[config.mk]
export PLATFORM = sky130hd
export DESIGN_NAME = i2c_bitbang_master_core
export DESIGN_NICKNAME = d
export VERILOG_FILES = /design/src/rtl/core/i2cbb_pkg.sv /design/src/rtl/core/i2c_bitbang_master_core.sv
export SDC_FILE = /design/constraint.sdc
export NUM_CORES = 1
export LEC_CHECK = 0
export ABC_AREA = 1
export BUFFER_PORTS_ARGS = -buffer_cell sky130_fd_sc_hd__buf_2
export CORE_AREA = 3 3 90 92
export DETAILED_ROUTE_END_ITERATION = 8
export DIE_AREA = 0 0 93 95
export SYNTH_ARGS = -nofsm -noshare
export SYNTH_HDL_FRONTEND = slang
export SYNTH_SLANG_ARGS = --single-unit
[constraint.sdc]
create_clock -name clk -period 4.4 [get_ports clk]
set_clock_uncertainty 0.2 [all_clocks]
set_input_delay 0.22 -clock clk [delete_from_list [all_inputs] [get_ports clk]]
set_output_delay 0.22 -clock clk [all_outputs]
set_load 0.01 [all_outputs]
[src/rtl/core/i2cbb_pkg.sv]
// Package for the I2C bit-level master: command codes and request/result payloads.
// No dependencies; used by the core and its checker.
`default_nettype none

package i2cbb_pkg;

  typedef enum logic [2:0] {
    CMD_IDLE  = 3'd0,
    CMD_START = 3'd1,
    CMD_STOP  = 3'd2,
    CMD_WRITE = 3'd3,
    CMD_READ  = 3'd4,
    CMD_ACK   = 3'd5,
    CMD_NACK  = 3'd6
  } cmd_t;

  localparam logic [7:0] TICKS_RESET = 8'd1;
  localparam logic [3:0] LAST_BIT    = 4'd7;

  typedef struct packed {
    logic [2:0] action;
    logic [7:0] write_byte;
    logic       sda_in;
  } in_t;

  typedef struct packed {
    logic       scl;
    logic       sda_out;
    logic       busy_res;
    logic       done_res;
    logic [7:0] read_byte;
    logic       ack_seen;
  } out_t;

endpackage

`default_nettype wire

[src/rtl/core/i2c_bitbang_master_core.sv]
// I2C bit-level master sequencer, top level.
// Depends on i2cbb_pkg for command codes and the request/result structs.
//
// Each request is one tick of the bus sequencer: it carries the command code
// (taken only while idle), the byte to write and the sampled SDA level, and
// yields exactly one result with the driven SCL/SDA levels, busy/done flags,
// the last byte read and the last acknowledge sampled. A request is taken
// every cycle while not stalled: state updates in one pass of logic between
// the sequencer registers and a single result register, so throughput
// is one request per clock unless stalled. in_stall rises only when the
// result register is full and the consumer stalls it. Each pin phase lasts
// ticks_per_delay requests (zero acts as one); write cfg_data only while idle.
`default_nettype none

module i2c_bitbang_master_core (
  input  wire                clk,
  input  wire                rst_n,
  input  wire                in_valid,
  output logic               in_stall,
  input  i2cbb_pkg::in_t     in_data,
  output logic               out_valid,
  input  wire                out_stall,
  output i2cbb_pkg::out_t    out_data,
  input  wire                cfg_valid,
  output logic               cfg_ready,
  input  wire [7:0]          cfg_data
);

  // sequencer state
  i2cbb_pkg::cmd_t cmd_r, cmd_nxt;
  logic [4:0]      phase_r, phase_nxt;
  logic [3:0]      bit_r, bit_nxt;
  logic [7:0]      delay_r, delay_nxt;
  logic [7:0]      shift_r, shift_nxt;
  logic            scl_r, scl_nxt;
  logic            sda_r, sda_nxt;
  logic            ack_r, ack_nxt;
  logic [7:0]      rdata_r, rdata_nxt;
  logic            done_nxt;

  // configuration
  logic [7:0]      tpd_r;

  // result register
  logic            out_valid_r, out_valid_nxt;
  i2cbb_pkg::out_t out_data_r, out_data_nxt;

  logic            in_take;
  logic [7:0]      hold_ticks;

  // Stall the producer only while a result is waiting and the consumer holds it.
  assign in_stall   = out_valid_r & out_stall;
  assign in_take    = in_valid & ~in_stall;
  assign cfg_ready  = 1'b1;
  assign hold_ticks = (tpd_r == 8'd0) ? 8'd1 : tpd_r;

  // Next state: one tick of the sequencer.
  always_comb begin
    logic enter;
    cmd_nxt   = cmd_r;
    phase_nxt = phase_r;
    bit_nxt   = bit_r;
    delay_nxt = delay_r;
    shift_nxt = shift_r;
    scl_nxt   = scl_r;
    sda_nxt   = sda_r;
    ack_nxt   = ack_r;
    rdata_nxt = rdata_r;
    done_nxt  = 1'b0;
    enter     = 1'b0;

    if (in_take) begin
      if (cmd_r == i2cbb_pkg::CMD_IDLE) begin
        // Take a new command; codes none and seven are dropped.
        if (in_data.action >= 3'(i2cbb_pkg::CMD_START) &&
            in_data.action <= 3'(i2cbb_pkg::CMD_NACK)) begin
          cmd_nxt   = i2cbb_pkg::cmd_t'(in_data.action);
          phase_nxt = 5'd0;
          bit_nxt   = 4'd0;
          if (cmd_nxt == i2cbb_pkg::CMD_WRITE) begin
            shift_nxt = in_data.write_byte;
          end else if (cmd_nxt == i2cbb_pkg::CMD_READ) begin
            shift_nxt = 8'd0;
          end
          enter = 1'b1;
        end
      end else if (delay_r > 8'd1) begin
        delay_nxt = delay_r - 8'd1;
      end else begin
        // Interval over: advance to the next phase.
        if (cmd_r == i2cbb_pkg::CMD_WRITE && phase_r == 5'd1) begin
          scl_nxt   = 1'b0;
          shift_nxt = {shift_r[6:0], 1'b0};
          if (bit_r < i2cbb_pkg::LAST_BIT) begin
            bit_nxt   = bit_r + 4'd1;
            phase_nxt = 5'd0;
          end else begin
            phase_nxt = 5'd2;
          end
        end else if (cmd_r == i2cbb_pkg::CMD_READ && phase_r == 5'd1) begin
          scl_nxt   = 1'b0;
          shift_nxt = {shift_r[6:0], in_data.sda_in};
          if (bit_r < i2cbb_pkg::LAST_BIT) begin
            bit_nxt   = bit_r + 4'd1;
            phase_nxt = 5'd0;
          end else begin
            rdata_nxt = shift_nxt;
            phase_nxt = 5'd2;
          end
        end else begin
          phase_nxt = phase_r + 5'd1;
        end
        enter = 1'b1;
      end
    end

    // Apply the pin levels of the phase just entered.
    if (enter) begin
      case (cmd_nxt)
        i2cbb_pkg::CMD_START: begin
          if (phase_nxt == 5'd0) begin
            scl_nxt = 1'b1; sda_nxt = 1'b1; delay_nxt = hold_ticks;
          end else if (phase_nxt == 5'd1) begin
            sda_nxt = 1'b0; delay_nxt = hold_ticks;
          end else begin
            scl_nxt = 1'b0; done_nxt = 1'b1;
          end
        end
        i2cbb_pkg::CMD_STOP: begin
          if (phase_nxt == 5'd0) begin
            scl_nxt = 1'b0; sda_nxt = 1'b0; delay_nxt = hold_ticks;
          end else if (phase_nxt == 5'd1) begin
            scl_nxt = 1'b1; delay_nxt = hold_ticks;
          end else begin
            sda_nxt = 1'b1; done_nxt = 1'b1;
          end
        end
        i2cbb_pkg::CMD_WRITE: begin
          if (phase_nxt == 5'd0) begin
            sda_nxt = shift_nxt[7]; delay_nxt = hold_ticks;
          end else if (phase_nxt == 5'd1) begin
            scl_nxt = 1'b1; delay_nxt = hold_ticks;
          end else if (phase_nxt == 5'd2) begin
            scl_nxt = 1'b0; sda_nxt = 1'b1; delay_nxt = hold_ticks;
          end else if (phase_nxt == 5'd3) begin
            scl_nxt = 1'b1; delay_nxt = hold_ticks;
          end else if (phase_nxt == 5'd4) begin
            ack_nxt = in_data.sda_in; scl_nxt = 1'b0; delay_nxt = hold_ticks;
          end else begin
            done_nxt = 1'b1;
          end
        end
        i2cbb_pkg::CMD_READ: begin
          if (phase_nxt == 5'd0) begin
            delay_nxt = hold_ticks;
          end else if (phase_nxt == 5'd1) begin
            scl_nxt = 1'b1; delay_nxt = hold_ticks;
          end else begin
            done_nxt = 1'b1;
          end
        end
        i2cbb_pkg::CMD_ACK: begin
          if (phase_nxt == 5'd0) begin
            sda_nxt = 1'b0; delay_nxt = hold_ticks;
          end else if (phase_nxt == 5'd1) begin
            delay_nxt = hold_ticks;
          end else if (phase_nxt == 5'd2) begin
            scl_nxt = 1'b1; delay_nxt = hold_ticks;
          end else begin
            scl_nxt = 1'b0; sda_nxt = 1'b1; done_nxt = 1'b1;
          end
        end
        default: begin
          // nack: SCL ends high
          if (phase_nxt == 5'd0) begin
            sda_nxt = 1'b1; delay_nxt = hold_ticks;
          end else if (phase_nxt == 5'd1) begin
            delay_nxt = hold_ticks;
          end else if (phase_nxt == 5'd2) begin
            scl_nxt = 1'b1; delay_nxt = hold_ticks;
          end else begin
            scl_nxt = 1'b1; done_nxt = 1'b1;
          end
        end
      endcase
      // Finishing phase drops back to idle with counters cleared.
      if (done_nxt) begin
        cmd_nxt   = i2cbb_pkg::CMD_IDLE;
        phase_nxt = 5'd0;
        bit_nxt   = 4'd0;
        delay_nxt = 8'd0;
      end
    end
  end

  // Outputs: build the result for this tick and manage the result register.
  always_comb begin
    out_data_nxt.scl       = scl_nxt;
    out_data_nxt.sda_out   = sda_nxt;
    out_data_nxt.busy_res  = (cmd_nxt != i2cbb_pkg::CMD_IDLE);
    out_data_nxt.done_res  = done_nxt;
    out_data_nxt.read_byte = rdata_nxt;
    out_data_nxt.ack_seen  = ack_nxt;
    if (in_take) begin
      out_valid_nxt = 1'b1;
    end else if (out_stall) begin
      out_valid_nxt = out_valid_r;
    end else begin
      out_valid_nxt = 1'b0;
    end
  end

  always_ff @(posedge clk) begin
    if (!rst_n) begin
      cmd_r       <= i2cbb_pkg::CMD_IDLE;
      phase_r     <= 5'd0;
      bit_r       <= 4'd0;
      delay_r     <= 8'd0;
      shift_r     <= 8'd0;
      scl_r       <= 1'b1;
      sda_r       <= 1'b1;
      ack_r       <= 1'b1;
      rdata_r     <= 8'd0;
      tpd_r       <= i2cbb_pkg::TICKS_RESET;
      out_valid_r <= 1'b0;
    end else begin
      cmd_r       <= cmd_nxt;
      phase_r     <= phase_nxt;
      bit_r       <= bit_nxt;
      delay_r     <= delay_nxt;
      shift_r     <= shift_nxt;
      scl_r       <= scl_nxt;
      sda_r       <= sda_nxt;
      ack_r       <= ack_nxt;
      rdata_r     <= rdata_nxt;
      out_valid_r <= out_valid_nxt;
      if (cfg_valid && cfg_ready) begin
        tpd_r <= cfg_data;
      end
    end
  end

  // Load the result only when a request is taken; hold it otherwise.
  always_ff @(posedge clk) begin
    if (in_take) begin
      out_data_r <= out_data_nxt;
    end
  end

  assign out_valid = out_valid_r;
  assign out_data  = out_data_r;

endmodule

`default_nettype wire

======== After elaboration in Yosys (flattened, before gate mapping) ========
Cells that the tools add are included.
word-level totals
  register bits ........................... 61
  bits of input ports ..................... 25
  output and inout bits ................... 16
  word-level logic and storage cells ...... 170
operators by class
  $add $sub $neg .......................... 3
  $lt $le $gt $ge ......................... 4
  equal/unequal tests ..................... 18
  multiplexer cells ....................... 114
  bitwise operators ....................... 3
  reduce and logical (&&, ||, !) cells .... 10
operator list
  kind                                                                   number
  8-bit 2-to-1 mux                                                       30
  1-bit 2-to-1 mux                                                       57
  5-bit 2-to-1 mux                                                       8
  4-bit 2-to-1 mux                                                       9
  8-bit case mux with 2 select lines                                     1
  3-bit 2-to-1 mux                                                       5
  3-bit by 2-bit == test with 1-bit output, second input constant        4
  3-bit == test, second input constant                                   4
  5-bit by 1-bit == test with 1-bit output, second input constant        2
  5-bit by 2-bit == test with 1-bit output, second input constant        2
  1-bit case mux with 5 select lines                                     2
  8-bit by 1-bit > comparator with 1-bit output, second input constant   1
  8-bit zero test                                                        1
  8-bit by 1-bit subtractor with 8-bit output, second input constant     1
  3-bit nonzero test                                                     2
  5-bit by 1-bit adder with 5-bit output, second input constant          1
  5-bit by 3-bit == test with 1-bit output, second input constant        1
  5-bit zero test                                                        1
  5-bit AND reduction                                                    1
  4-bit by 1-bit adder with 4-bit output, second input constant          1
  4-bit by 3-bit < comparator with 1-bit output, second input constant   1
  2-bit by 1-bit != test with 1-bit output, second input constant        2
  3-bit by 1-bit == test with 1-bit output, second input constant        1
  3-bit by 1-bit >= comparator with 1-bit output, second input constant  1
  other kinds (10)                                                       13

======== Longest topological paths before layout ========
  word-level depth ........................ 18
  gate-level depth with buffers ........... 20
  mapped depth without buffers ............ 20

======== Worst setup path before layout ========
No wires, ideal clock.
  kind .................................... reg-to-reg
  start ................................... reg delay_r[0]
  end ..................................... reg out_data_r, in the netlist out_data[12], data pin
  setup time .............................. 0.253 ns
  arrival time ............................ 2.088 ns
  data required time ...................... 3.947 ns
  setup slack ............................. 1.859 ns
  cell stages (with the launch flop) ...... 17
  buffers on the path ..................... 0
  clock period less this slack ............ 2.541 ns
  cells stage by stage .................... dfxtp_1 inv_1 ha_1 o21ai_1 nor2_8 nand2_4 nand2_8 a21oi_4 inv_1 nor2_1 nand2_1 nand2_1 inv_2 nor3_1 nor2_1 nand2_1 nand2_1
RTL lines
  item                    RTL line                        RTL
  start, declared         i2c_bitbang_master_core.sv:33   logic [7:0] delay_r, delay_nxt;
  start signal, assigned  i2c_bitbang_master_core.sv:230  delay_r <= delay_nxt;
  end signal, assigned    i2c_bitbang_master_core.sv:246  out_data_r <= out_data_nxt;
  end, declared           i2c_bitbang_master_core.sv:46   i2cbb_pkg::out_t out_data_r, out_data_nxt;

==> run_results.csv <==
group,metric,value,unit
die,num_rows,31,
setup_path,slowest_delay,0.52,ns
clock_network,clock_latency,0.34,ns
clock_network,htreeDepth,3,
clock_network,cts_tree,"yes",
sta,slew_violations,0,
setup_path,r2r_start,"delay_r[0]",
yosys,async_flop_share,0,
yosys,syn_area,3306,µm²
finish,syn2layout_area_growth,19.61,%
worst_hold_path,hold_class,"input pin to register",
sta,fmax,0.3277,GHz
sta,layout_setup_ws,1.348,ns
setup_path,crit_fanout,17,
finish,layout.cells.non_filler,619,
setup_path,slowest_stage,"dlygate4sd3_1",
setup_path,startpoint,"in_valid",
setup_path,path_class,"input pin to register",
die,die-area,8835,µm²
die,initial_core_util,0.4533,
setup_path,endpoint_kind,"register",
setup_path,cp.arrival,2.95,ns
sta,rsz0062_at_grt,"no",
die,io_pins,41,
setup_path,crit_top_cell,"nand2_1",
placement,numPortBuffers,39,
route,vias,3062,
clock_network,root_buffer,"clkbuf_8",
sta,finalSetupTns,0,ns
power,peakVddDrop,193.1,µV
clock_network,cts.clk_slew.worst_paths,0.07,ns
clock_network,cts_buffer_depth,2,
worst_hold_path,hold_path_startpoint,"cfg_valid",
finish,antennaDiodeCount,0,
setup_path,cp_num_buf_inv,6,
placement,post-place-cells,585,
setup_path,critPathRequiredTime,4.30,ns
sta,slew_headroom,0.5945,
sta,post-route-min-period,3.052,ns
die,die_w,93,µm
yosys,synth_fp_nets,485,
setup_path,crit_family,"simple AND/OR/NAND/NOR gates",
route,wl_per_cell,13.06,µm
finish,final_common_cell,"nand2_1",
run_status,status,"finished clean",
placement,place_ws,1.421,ns
setup_path,cp-start-kind,"input pin",
die,die_y,95,µm
die,placeableCoreArea,7292,µm²
grt,overflow,0,
route,drtIter0Drc,116,
run,maxCapViolations,0,
grt,grt_max_degree,25,
yosys,ys_seq_area_frac,0.4088,
finish,drive_gt1_frac,0.1904,
finish,nets,545,
sta,finalSetupViolCount,0,
placement,gp_congestion,0.8778,
sta,min_period_over_period,0.6936,
route,ant_nets,0,
power,power_density,373.2,nW/µm²
grt,grtUsageTotal,0.1964,
finish,nFillCells,770,
sta,finalHoldViolations,0,
yosys,synth_warnings,0,
setup_path,crit_chain,"dlygate4sd3_1 -> buf_2 -> nand2_4 -> inv_2 -> nand2_2 -> inv_4 -> nand2_4 -> nand2_8 -> inv_4 -> nand2_4 -> nand2_2 -> nor2_1 -> nand2_1 -> nand2_1 -> inv_2 -> nor3_1 -> nor2_1 -> nand2_1 -> nand2_1",
grt,grt_pass1_vias,3044,
finish,final_core_util,0.5422,
grt,grt_pass1_wl,13480,µm
sta,tightest_slew,0.6037,ns
yosys,netlist_instances,455,
finish,final_cell_mix,"nand2_1, inv_1, nor2_1",
clock_network,clock_sinks,61,
route,drc,0,
route,via_per_inst,4.947,
grt,antenna_found_initial,0,
route,drt-total-wl,8082,µm
yosys,yosys_most_used_dff,"dfxtp_1",
yosys,yosysUniqueCellTypes,45,
placement,dp_hpwl,5882,µm
yosys,synth_edf_count,13,
yosys,synth_seq_cells,61,
yosys,synth_area_per_cell,7.265,µm²
clock_network,numCtsBuffers,9,
route,firstDrtPassIters,4,
power,p_leak,0.001878,µW
[cell type report]
type / count / area, µm² / area share
Multi-Input combinational cell: 312 / 1630 / 0.4123
Sequential cell: 61 / 1351 / 0.3418
Timing Repair Buffer: 57 / 375.4 / 0.09494
Inverter: 74 / 282.8 / 0.07152
Clock buffer: 9 / 123.9 / 0.03133
Tap cell: 99 / 123.9 / 0.03133
Clock inverter: 7 / 66.31 / 0.01677
[kinds of logic after synthesis]
kind of cell	count (synthesis)	synth area share
buffers and inverters	82	0.09803
adders and majority gates	5	0.01893
and+or+nand+nor	221	0.3195
other	1	0.001134
DFF	61	0.4088
AOI/OAI and AO/OA	84	0.1510
xor gates and xnor gates	1	0.002650
[registers in the layout (all words and copies together), names as in the netlist]
signal	cells
sda_r	1
rdata_r	8
delay_r	8
cmd_r	3
tpd_r	8
scl_r	1
ack_r	1
out_data	13
shift_r	8
bit_r	4
out_valid	1
phase_r	5
[final timing paths]
check | end | slack (ns) | cells after the start
hold / removal | tpd_r[3] | 0.02 | 3
setup / recovery | out_data[12] | 1.35 | 19
hold reg to reg | tpd_r[0] | 0.27 | 2
setup reg to reg | out_data[12] | 1.44 | 18
[cell usage after synthesis (2+ instances only)]
cell | number | area [µm²]
nand2_1 | 89 | 334.1
inv_1 | 66 | 247.7
nor2_1 | 62 | 232.7
dfxtp_1 | 48 | 960.9
o21ai_0 | 30 | 150.1
a21oi_1 | 25 | 125.1
nand3_1 | 21 | 105.1
edfxtp_1 | 13 | 390.4
nor2_2 | 9 | 56.30
nand2_2 | 8 | 50.05
a22oi_1 | 6 | 45.04
clkbuf_1 | 6 | 22.52
nand4_1 | 6 | 37.54
nor3_1 | 6 | 30.03
ha_1 | 5 | 62.56
inv_2 | 5 | 18.77
nand2_4 | 5 | 56.30
nor2_4 | 4 | 45.04
o21ai_1 | 4 | 20.02
a21oi_2 | 3 | 26.28
a21boi_0 | 2 | 15.01
a31oi_1 | 2 | 12.51
a32oi_1 | 2 | 17.52
inv_4 | 2 | 12.51
nand3_2 | 2 | 20.02
nor4_1 | 2 | 12.51
o21ai_2 | 2 | 17.52
o22ai_1 | 2 | 12.51
o311ai_0 | 2 | 17.52
[tightest hold or removal path: stages]
cell and delay, ns:
buf_2 0.14, o21ai_0 0.10, nor2_1 0.07
[routing by layer]
metal / routed length (µm) / global-route usage / vias to the layer above
met5: 0 / 0 / -
met4: 142 / 0.07448 / 0
met3: 325 / 0.04701 / 15
met2: 3995 / 0.3659 / 65
met1: 3619 / 0.2150 / 1393
li1: - / - / 1589
[report_power, final]
group | internal [µW] | switching, µW
logic | 123 | 232
registers | 611 | 29.2
clock network | 257 | 223
total | 992 | 484
[repair_timing]
item,in CTS,in global routing
resized for setup,0,0
buffers inserted,0,0
hold buffers,18,0
hold endpoints to repair,16,0
[through the flow]
stage / hold slack [ns] / cell area (µm²) / total power (µW)
6_report: 0.01880 / 3954 / 1476
5_1_grt: 0.03602 / 3954 / 1561
4_1_cts: 0.002292 / 3954 / 1493
3_5_place_dp: 0.2361 / 3583 / 993.7
3_3_place_gp: 0.2308 / 3583 / 991.8
2_1_floorplan: 0.1421 / 3306 / 907.1
Power figures use the tool's default switching activity.
